File: src/rtl/core/tbsm_pkg.sv
// Shared constants, link type and saturating increment for the tainted
// branch site monitor. No dependencies.
`default_nettype none

package tbsm_pkg;

    localparam int SITE_ENTRIES = 32;
    localparam int PC_BITS      = 48;
    localparam int COUNT_BITS   = 32;
    localparam int SLOT_W       = (SITE_ENTRIES > 1) ? $clog2(SITE_ENTRIES) : 1;
    localparam int FILL_W       = $clog2(SITE_ENTRIES + 1);

    localparam logic OP_FLAG_WRITE = 1'b0;
    localparam logic OP_BRANCH     = 1'b1;

    // Result of the site lookup as it travels down the row of cells
    typedef struct packed {
        logic                  found;
        logic [SLOT_W-1:0]     slot;
        logic [COUNT_BITS-1:0] hits;
    } t_site_link;

    function automatic logic [COUNT_BITS-1:0] sat_inc(input logic [COUNT_BITS-1:0] v);
        sat_inc = (&v) ? v : v + COUNT_BITS'(1);
    endfunction

endpackage

`default_nettype wire

File: src/rtl/core/tbsm_site_cell.sv
// One slot of the site table: stored pc, hit count and match flag.
// Depends on tbsm_pkg; cells are chained through t_site_link.
`default_nettype none

module tbsm_site_cell (
    input  wire logic                            i_clk,
    input  wire logic                            i_rst_n,
    input  wire logic [tbsm_pkg::SLOT_W-1:0]     i_index,
    input  wire logic                            i_cmp_en,
    input  wire logic [tbsm_pkg::PC_BITS-1:0]    i_cmp_pc,
    input  wire logic                            i_occupied,
    input  wire logic                            i_update,
    input  wire logic                            i_alloc,
    input  wire logic [tbsm_pkg::PC_BITS-1:0]    i_wr_pc,
    input  wire tbsm_pkg::t_site_link            i_link,
    output tbsm_pkg::t_site_link                 o_link
);

    logic [tbsm_pkg::PC_BITS-1:0]    r_addr;
    logic [tbsm_pkg::COUNT_BITS-1:0] r_count;
    logic                            r_match;
    logic [tbsm_pkg::COUNT_BITS-1:0] w_count_inc;

    assign w_count_inc = tbsm_pkg::sat_inc(r_count);

    // match is taken when the word is accepted; fill cannot move before use
    always_ff @(posedge i_clk) begin
        if (!i_rst_n) begin
            r_match <= 1'b0;
        end else if (i_cmp_en) begin
            r_match <= i_occupied && (r_addr == i_cmp_pc);
        end
    end

    always_ff @(posedge i_clk) begin
        if (i_alloc) begin
            r_addr  <= i_wr_pc;
            r_count <= tbsm_pkg::COUNT_BITS'(1);
        end else if (i_update && r_match) begin
            r_count <= w_count_inc;
        end
    end

    // at most one cell matches, so the chain merges by OR
    always_comb begin
        o_link.found = i_link.found | r_match;
        o_link.slot  = i_link.slot | (r_match ? i_index : '0);
        o_link.hits  = i_link.hits | (r_match ? w_count_inc : '0);
    end

endmodule

`default_nettype wire
File: config.mk
export PLATFORM = sky130hd
export DESIGN_NAME = tbsm_site_cell
export DESIGN_NICKNAME = d
export VERILOG_FILES = /design/src/rtl/core/tbsm_pkg.sv /design/src/rtl/core/tbsm_site_cell.sv
export SDC_FILE = /design/constraint.sdc
export NUM_CORES = 1
export LEC_CHECK = 0
export ABC_AREA = 1
export ABC_CLOCK_PERIOD_IN_PS = 4600
export CAP_MARGIN = 5
export CORE_MARGIN = 10
export CORE_UTILIZATION = 55
export DETAILED_ROUTE_END_ITERATION = 16
export DONT_BUFFER_PORTS = 1
export PLACE_DENSITY = 0.8
export SKIP_LAST_GASP = 1
export SLEW_MARGIN = 20
export SYNTH_ARGS = -nofsm -noshare
export SYNTH_HDL_FRONTEND = slang
export SYNTH_SLANG_ARGS = --single-unit
export TNS_END_PERCENT = 1
File: constraint.sdc
create_clock -name i_clk -period 4.6 [get_ports i_clk]
set_clock_uncertainty 0.1 [all_clocks]
set_input_delay 0.69 -clock i_clk [delete_from_list [all_inputs] [get_ports i_clk]]
set_output_delay 0.69 -clock i_clk [all_outputs]
set_load 0.005 [all_outputs]
==> flow_results.org, run 1 <==
** Outcome
- The run finished with clean final reports.

** Die
- In this run the vertical extent of the chip is between 100 and 150 um.
- Die span in x :: approximately 120 um
- Die Footprint :: about 13,000 um^2
- Core outline area :: 8810 um^2
- The floorplan has 34 rows.
- Starting Density :: 57.1%
- 183 I/O pins were placed.

** Final layout
- In the final layout, flip-flops and latches occupy around 2100 um^2.
- Fraction of final layout cells sized beyond drive strength 1 :: under 10%
- Relative to the synthesized area, the layout overhead comes to 6.04%.
- Area of the multi-input gates :: 2330 um^2
- Count of fill cells added during filler insertion :: 844
- Number of nets at the end of the flow :: about 900

** Clock tree
- Number of instances resized during post-cts repair :: 0
- Root Buffer Master :: clkbuf_8
- Cts-stage hold buffer count :: 0
- Clock-pin slew reported for the worst setup and hold paths after clock tree synthesis :: 100 ps
- The clock passes through at most 2 buffers.
- The H-tree was split into 3 levels.
- Buffers added to address setup during post-CTS repair amount to 0.
- Clock sink total :: approximately 80
- For the worst-skew pair, the clock arrives at the later sink with an insertion delay of approximately 360 ps.
- TritonCTS built the clock tree.
- CTS buffer count :: 9

** Synth
- The cell count after synthesis came out at 737.
- Ranked by total cell area, the synthesized netlist is headed by edfxtp_1 (29%), nand2_1 (17%), dfxtp_1 (13%), inv_1 (10%), nor2_1 (6.8%).
- After synthesis, the netlist uses 30 different library cells.
- Mean cell area of the mapped netlist :: about 6.8 um^2
- For this run, the register share of the synthesized area comes to between 40% and 50%.
- The synthesized design contains slightly above 80 register bits.
- After synthesis the cells add up to between 5000 and 6000 um^2.
- Yosys mapped a number of flops with a built-in enable equal to 48.
- The commonest cells after synthesis are nand2_1 (225), inv_1 (136), nor2_1 (91).
- Post-synthesis async set-or-reset flop share :: 0%
- Yosys warning total :: 0
- Nets in the synthesized netlist :: 883
- Most frequently used cell type in the post-synthesis netlist :: nand2_1
- Of all cell types, the one taking the most synthesized area is edfxtp_1.
- Primary FF master, synth :: edfxtp_1
- Fraction of synthesized cell area taken by the top area cell type :: 28.7%

** Worst setup path
- Ordered cell list for the critical path :: ha_1 > nand2_2 > nor2_4 > nand2_4 > nor2_4 > nand2_4 > nand3_1 > a21o_1
- In this design, the stage delay of the slowest critical-path cell is between 400 and 500 ps.
- In this run the worst path has a maximum fanout of 37.
- Slowest CP cell :: dfxtp_1
- Startpoint type of the worst setup path :: register
- For the worst setup path, the data arrival time is about 2400 ps.
- Path depth of the worst reg2reg path :: 4
- The worst setup path is captured at an output port.
- Start-to-end type of the worst setup path :: reg -> out
- Critical path required time :: about 3800 ps

** Routing
- After detailed routing, the total wire length is roughly 14,000 um.
- Post-route DRC :: 0
- The first detailed-routing pass ran for 5 iterations.
- Antenna Nets Post-Route :: 0
- Dividing the detail-routed wire length by the instance count gives 16.8 um.
- The final route contains approximately 4,600 vias.
- The first routing iteration left ~320 violations.
- Post-DR vias/cell :: roughly 5.4

** STA
- Transition time at the pin with the least slew margin :: 1100 ps
- Total count of hold-check failures in the final report :: 0
- Slew headroom :: approximately 27%
- The number of max-slew violations in the final report is 0.
- RSZ-0062 raised after global routing :: false
- Total Negative Setup Slacks :: 0 ps
- Setup violations remaining at the end of the flow were counted as 0.
- Dividing the final minimum period by the clock period gives 70.0%.
- Timing would allow up to around 0.31 GHz.
- The worst path in the final design needs a cycle of 3220 ps, including I/O delays and setup.

** Hold path
- The tightest min-delay check is of the in -> reg type.
- Counting instances, the worst hold path has a depth of 0.

** Global route
- Number of global-route vias before repair :: roughly 4,500
- Global route total overflow :: 0
- Largest net degree at the start of global routing :: 72
- Global routing used a little over 20% of the available tracks across all layers.
- The first global-routing pass estimated between 20,000 and 25,000 um of wire.
- Number of antenna violations at the first check in global routing :: 2

** Power and ir drop
- Leakage power figure :: about 2.6 nW
- Pwr dens :: approximately 290 nW/um^2
- Power, Total :: about 1.5 mW
- Maximum VDD drop :: between 0.0001 and 0.00015 V

** Place
- At the end of routability-driven placement, the weighted congestion stood at approximately 0.91.
- During placement, the flow inserted port buffers numbering 0.
- Detailed placement finished with a half-perimeter wire length of between 10,000 and 15,000 um.

** Run
- Maxcap violations :: 0
## sequential cells by signal, summed over array words and instances, names as in the netlist
register,count
r_match,1
r_addr,48
r_count,32
## layout by cell type, fill, tap and decap left out, types with 2 or more instances in the layout
cell type / n
nand2_1: 225
a21oi_1: 24
clkbuf_8: 9
dfxtp_1: 33
nand2_4: 2
edfxtp_1: 48
inv_6: 4
nor3_1: 13
o22ai_1: 2
xnor2_1: 5
nor2_1: 91
xor2_1: 5
o21ai_1: 3
diode_2: 2
a21o_1: 27
nand3_1: 39
nand3b_1: 2
bufinv_16: 2
o21ai_0: 41
nand4_1: 8
inv_1: 136
nor2_4: 4
buf_4: 2
nor2_2: 2
nand3_2: 6
## worst max-delay path: cells and delay by family (launching register included)
kind,cells,cell delay (ps)
AND/OR/NAND/NOR,6,1110
adder cells (fa/ha/maj),1,320
AO/OA/AOI/OAI,1,170
flip-flops,1,480
## logic make-up (layout without fill, tap and decap cells)
family / after synthesis / after routing / share of synthesized area (%)
AND/OR/NAND/NOR: 395 / 395 / 33.2
flip-flops: 81 / 81 / 41.8
buffers and inverters: 152 / 155 / 11.8
adder cells (fa/ha/maj): 1 / 1 / 0.249
AO/OA/AOI/OAI: 98 / 98 / 11.2
other: 0 / 2 / 0
XOR/XNOR: 10 / 10 / 1.74
## per-layer routing
metal  GRT usage (%)  part of all wire, %  vias up  wire, um
li1                -                    -     2303         -
met3            4.60                  7.0       36      1000
met2            37.5                   49      172      7070
met1            22.3                   40     2089      5730
met5               0                    0        -         0
met4            10.4                  3.4        0       481
## worst paths after layout
path,to,from,slack (ps)
worst max-delay path,o_link[19],r_count[0],1380
worst min-delay path,r_addr[7],i_wr_pc[7],310
worst max register to register,r_count[15],r_match,2340
worst min register to register,r_count[31],r_count[31],480
## report_power, final
part           internal, mW  switching [mW]
Combinational        0.0404          0.0522
Sequential            0.805          0.0141
Clock                 0.317           0.291
Total                  1.16           0.357
## cell type report
type,count,area share (%)
clock inverters,7,1.99
repair buffers,2,0.281
clock buffers,9,2.32
flip-flops and latches,81,39.4
well taps,108,2.53
inverters,137,9.64
diodes,2,0.0938
multi-input cells,504,43.7
## through the flow
stage	setup WS, ps	hold slack (ps)	area (um^2)	std cells	utilization, %
floorplan	2180	408	5030	737	-
global placement	1870	441	5100	832	57.9
detailed placement	1810	461	5100	832	57.9
CTS	1390	295	5330	848	60.5
global route	1190	287	5330	849	60.5
finish	1380	308	5330	850	60.6
(Power assumes the default switching activity.)
==> run 2: changes to the inputs <==
Settings changed: ABC_CLOCK_PERIOD_IN_PS 4600 to 3200.
Clock period 4.6 ns to 3.2 ns, I/O delays scaled along.
==> run 2 against run 1 <==
Count of clock-buffer cells in the layout is the same; sequential power grew 44%; largest power group unchanged; die area is the same; critical path type unchanged.
==> flow_results.org, run 2 (synthesis results as in run 1) <==
** Hold path
- Counting instances, the worst hold path has a depth of 0.
- Start point of the worst min-delay path :: i_wr_pc[12]
- The min-delay analysis places its worst path in the category in -> reg.
- The worst hold path terminates at r_addr[12].

** Clock tree
- Number of H-tree branching levels :: 3
- Clock-pin slew was measured on the worst setup and hold paths at 90 ps.
- Root Buffer Master :: clkbuf_8
- Clock tree from TritonCTS :: done
- Clock sink total :: about 80
- Post-CTS setup-driven buffer insertion count :: 0
- Number of instances resized during post-cts repair :: 0
- Clock latency on the worst-skew pair :: 360 ps
- No sink is reached through more buffers than the 2 on the longest clock path.
- In this run, CTS created clock tree buffers numbering 9.
- Cts-stage hold buffer count :: 0

** Die
- The die covers around 13,000 um^2.
- The initial utilization of the core area, before any placement, comes to a little under three fifths.
- After floorplanning, the core was sized to cover slightly below 9000 um^2.
- For this design the top-level I/O count stands at approximately 180.
- Measured along the y axis, the die boundary spans roughly 120 um.
- Measured along the x axis, the die boundary spans around 120 um.
- Placement Rows :: 34

** STA
- The clock period could shrink to approximately 3000 ps.
- In the final timing run, aggregate negative setup slack is 0 ps.
- Part of the cycle the worst path needs :: between 90 and 100%
- Timing-limited maximum frequency :: 0.334 GHz
- The number of endpoints with negative hold slack in the final report is 0.
- RSZ-0062 raised after global routing :: false
- Slew headroom :: approximately three fifths
- At the pin with the least slew margin, the transition time is 577 ps.
- The number of max-slew violations in the final report is 0.
- Setup violations remaining at the end of the flow were counted as 0.

** Place
- Buffers placed on the I/O ports in this run total 0.
- The wire-length estimate of the detail-placed layout is 11,400 um.
- Routability-driven placement finished with a final weighted congestion of ~0.94.
- Once placement finished, the instance area stood at approximately 5100 um^2.

** Global route
- Wire length of the first global-routing pass :: about 22,000 um
- For this run, the total global-route usage over all layers was measured as 20.5%.
- Number of global-route vias before repair :: around 4,500
- Number of antenna violations at the first check in global routing :: 2
- Entering global routing, the biggest net connects 72 pins.
- Global route total overflow :: 0

** Worst setup path
- For this run, the slowest stage of the critical path takes roughly 460 ps.
- Worst EP arrival :: 2410 ps
- In this run the critical register-to-register path is captured at r_count[1].
- STA classifies the critical path startpoint as a register.
- Critical path required time :: 2620 ps
- Kind of capture point of the worst setup path :: output port
- Source of the worst register-to-register timing path :: r_count[0]
- Among all stages on the critical path, the largest delay is contributed by dfxtp_1.
- For flop-to-flop paths, the worst setup slack is 1000 ps.
- Maximum fanout count along the critical path :: 37
- Ordered cell list for the critical path :: ha_1 > nand2_2 > nor2_4 > nand2_4 > nor2_4 > nand2_4 > nand3_1 > a21o_1
- The critical path in this run is classified as reg -> out.
- The number of buffers and inverters on the critical path is 0.
- The number of cells on the worst reg-to-reg path is 10.
- Top Family by Delay on Critical Path :: simple AND/OR/NAND/NOR gates

** Final layout
- The largest registers in the layout are r_addr (48), r_count (32), r_match (1).
- Leaving out fill and tap cells, the most frequent cells in the layout are nand2_1 (225), inv_1 (136), nor2_1 (91).
- Fraction of final layout cells sized beyond drive strength 1 :: 4.86%
- Total non-filler cell area in the finished layout :: 5290 um^2
- Fill cells in the final layout number approximately 820.
- Compared with the post-synthesis result, the final layout area differs by 5.17%.
- Number of nets at the end of the flow :: a little under 900
- Max reg flops :: 48
- Measured on the finished design, the core utilization comes to about 60%.
- Leading cell type in the layout, fill and taps excluded :: nand2_1
- Seq. cell area :: approximately 2100 um^2
- Most flop-heavy register :: r_addr
- The multi-input combinational cells in the finished layout cover a total of around 2300 um^2.

** Routing
- The final layout contains routed wiring with a total length of about 14,000 um.
- Via total after detailed routing :: roughly 4,600
- In this run the remaining antenna-violating nets after routing total 0.
- Total iterations of the first detailed-routing run :: 5
- Using the TritonRoute via totals, the vias-per-cell ratio works out to 5.36.
- Post-DR wirelength/cell :: around 17 um
- Iter 0 DRT Violations :: roughly 320
- In the routed design, unresolved DRC markers number 0.

** Run
- Across the run, the number of max-cap violations was 0.

** Power and ir drop
- Leakage power figure :: about 2.6 nW
- Maximum VDD drop :: 0.000204 V
- For this design the ratio of total power to cell area is 379 nW/um^2.
- Power, Total :: 2.01 mW

** Outcome
- Run status :: completed
[run 2: changes by cell type in the layout (fill, tap and decap cells not counted)]
cell        delta
inv_6          -3
bufinv_16      -2
clkinvlp_4     +1
clkinv_2       +2
buf_4          +1
clkinv_4       +2
[run 2: power breakdown]
part | internal, mW | switching (mW) | leakage (nW)
registers | 1.16 | 0.0206 | 0.735
logic | 0.0580 | 0.0749 | 1.76
clock network | 0.290 | 0.405 | 0.0915
[run 2: worst max path at each step]
stage                from         end  slack (ps)  cells after the start
3_5_place_dp   r_count[0]  o_link[19]         620                      8
5_1_grt        r_count[0]   o_link[0]           4                      9
3_3_place_gp   r_count[0]   o_link[0]         680                      9
4_1_cts        r_count[0]  o_link[19]         210                      8
2_1_floorplan  r_count[0]  o_link[19]         990                      9
6_report       r_count[0]  o_link[19]         210                      8
[run 2: layout make-up]
cell class	count	share of cell area (%)
inverters	137	9.72
repair buffers	3	0.426
clock inverters	7	1.04
multi-input cells	504	44.1
well taps	108	2.55
flip-flops and latches	81	39.7
clock buffers	9	2.34
diodes	2	0.0946
[run 2: through the flow]
stage	setup slack (ps)	std cells	hold slack [ps]
after floorplan	990	737	408
after global placement	678	833	383
after detailed placement	616	833	390
after CTS	206	849	96.9
after global routing	4.02	850	86.2
final	208	851	112
[run 2: per-layer routing]
metal	vias up	track usage [%]	share of wire (%)
met3	41	5.58	8.0
met1	2036	22.0	39
met5	-	0	0
met4	0	10.9	3.9
met2	183	36.1	49
li1	2304	-	-
==> run 3: changes to the inputs <==
Settings changed: CTS_CLUSTER_DIAMETER set to 100, REMOVE_ABC_BUFFERS set to 1.
==> run 3 against run 2 <==
First-iteration DRC count is 12% higher; largest power group unchanged; sequential share of layout area is 0.41 points lower; critical endpoint is now o_link[0]; register-to-register slack worse by 60 ps.
==> flow_results.org, run 3 (synthesis results as in run 1) <==
** Clock tree
- CTS buffer count :: 9
- In this run the number of H-tree levels came out at 3.
- TritonCTS built the clock tree.
- Buffers inserted to repair hold after CTS numbered 0.
- Clock sink total :: a little over 80
- Post-CTS setup-driven buffer insertion count :: 0
- The clock reaches the later pin of the worst-skew pair after between 300 and 400 ps.
- In this run the deepest clock path goes through 2 buffers.
- Root Buffer Master :: clkbuf_8
- After clock tree synthesis, the clock-pin slew on the worst setup and hold paths is roughly 90 ps.
- Number of instances resized during post-cts repair :: 0

** Routing
- Post-DR wirelength/cell :: around 18 um
- Using the TritonRoute via totals, the vias-per-cell ratio works out to ~5.5.
- Post-route DRC :: 0
- The detail route stage leaves a number of antenna-violating nets equal to 0.
- Iter 0 DRT Violations :: approximately 350
- Total iterations of the first detailed-routing run :: 5
- Via total after detailed routing :: ~4,600
- The final layout contains routed wiring with a total length of 14,900 um.

** Outcome
- Run status :: completed

** Die
- The die is roughly 120 um tall.
- Die Footprint :: 13,400 um^2
- Die span in x :: around 120 um
- Num ports :: about 180
- For this configuration, the core starts out at a cell density of a little under three fifths.
- Placement Rows :: 34
- The total area inside the core boundary comes to roughly 8800 um^2.

** Power and ir drop
- Switching power total :: between 400 and 500 uW
- Part of the total power dissipated in sequential elements :: a little over half
- Leakage power figure :: around 2.6 nW
- In this run, the combinational gates consume under 10% of the power.
- Part of the total power dissipated in the clock network :: about 40%
- Net switching is roughly 22% of the power.
- Across the VDD grid, the largest voltage drop is approximately 0.00023 V.
- Internal power comes to 1.74 mW.
- Pwr dens :: ~420 nW/um^2

** Global route
- The number of global-route vias before repair came to ~4,500.
- Wire length of the first global-routing pass :: between 20,000 and 25,000 um
- For this run the aggregate overflow at the end of global routing stands at 0.
- The initial antenna violation count came to 0.
- Largest net degree at the start of global routing :: 72
- Total Routing Usage GR :: between 20% and 30%

** Hold path
- The tightest min-delay check is of the in -> reg type.
- Worst hold path stage count :: 0

** Worst setup path
- The setup path with the least slack is of type reg -> out.
- Worst setup slack for register-to-register paths :: between 900 and 1000 ps
- In this run the worst path has a maximum fanout of 37.
- The signal on the critical path passes through ha_1 > nand2_2 > nor2_4 > nand2_4 > nor2_4 > nand2_4 > xor2_1 > nand2_1 > nand2_1.
- Worst EP arrival :: about 2400 ps
- Critical path required time :: roughly 2600 ps
- STA classifies the critical path endpoint as an output port.
- STA classifies the critical path startpoint as a register.
- Path depth of the worst reg2reg path :: 9
- Slowest CP cell :: dfxtp_1
- Maximum cell stage delay along the critical path :: ~410 ps

** STA
- At the pin with the least slew margin, the transition time is a little under 800 ps.
- Timing-limited maximum frequency :: about 0.34 GHz
- RSZ-0062 raised after global routing :: false
- After routing, the total negative slack on setup checks comes to 0 ps.
- Total count of hold-check failures in the final report :: 0
- Final slew viol count :: 0
- Final worst path period need :: between 2000 and 3000 ps
- Setup-failing EPs final :: 0
- Slew headroom :: ~47%
- Worst hold slack :: around 110 ps
- Part of the cycle the worst path needs :: around 92%

** Final layout
- Number of nets at the end of the flow :: about 880
- Leading cell type in the layout, fill and taps excluded :: nand2_1
- Max reg flops :: 48
- Cells fill 60.7% of the core in the end.
- Cells with a size suffix above 1 make up approximately 4.7% of the layout.
- Compared with the post-synthesis result, the final layout area differs by 6.27%.
- Antenna cell count :: 0
- Top flop regs :: r_addr (48), r_count (32), r_match (1)
- Most flop-heavy register :: r_addr
- Leaving out fill and tap cells, the most frequent cells in the layout are nand2_1 (225), inv_1 (136), nor2_1 (91).

** Place
- Number of port buffers :: 0
- Detailed placement ended at an HPWL of ~12,000 um.
- Final Wtd Congestion :: about 0.95

** Run
- Maxcap violations :: 0
run 3: area by class of cell:
cell class | count | area, um^2
tap | 108 | 135
timing repair buffer | 3 | 22.5
fill | 832 | 3460
sequential | 81 | 2100
inverter | 137 | 514
clock inverter | 6 | 115
clock buffer | 9 | 124
multi-input combinational | 504 | 2330
run 3: final timing paths:
kind | start | endpoint
hold reg to reg | r_count[31] | r_count[31]
setup reg to reg | r_count[1] | r_count[0]
setup / recovery | r_count[1] | o_link[0]
hold / removal | i_wr_pc[35] | r_addr[35]
run 3: routing by layer:
layer,GRT usage [%],wire length [um],vias up,part of all wire (%)
met5,0,0,-,0
met4,8.01,451,0,3.0
met3,5.68,1330,37,8.9
met2,38.1,7430,208,50
met1,23.8,5650,2088,38
li1,-,-,2297,-
run 3: critical path: cells and delay by family (launching register included):
family        cells  cell delay (ps)
xor+xnor          1              270
flops             1              410
simple gates      7             1020
fa+ha+maj         1              320
run 3: power groups by stage:
stage,logic [mW],clock network [mW],registers [mW]
detailed placement,0.134,0,1.20
global route,0.156,0.976,1.19
CTS,0.135,0.930,1.18
floorplan,0.111,0,1.20
finish,0.132,0.920,1.18
global placement,0.130,0,1.20
run 3: per-stage QoR:
step           power (mW)  setup slack (ps)  area [um^2]  instances
6_report             2.23               245         5350        848
5_1_grt              2.32              64.6         5350        848
4_1_cts              2.24               273         5350        848
3_5_place_dp         1.34               668         5110        833
3_3_place_gp         1.33               739         5110        833
2_1_floorplan        1.31               514         4950        722
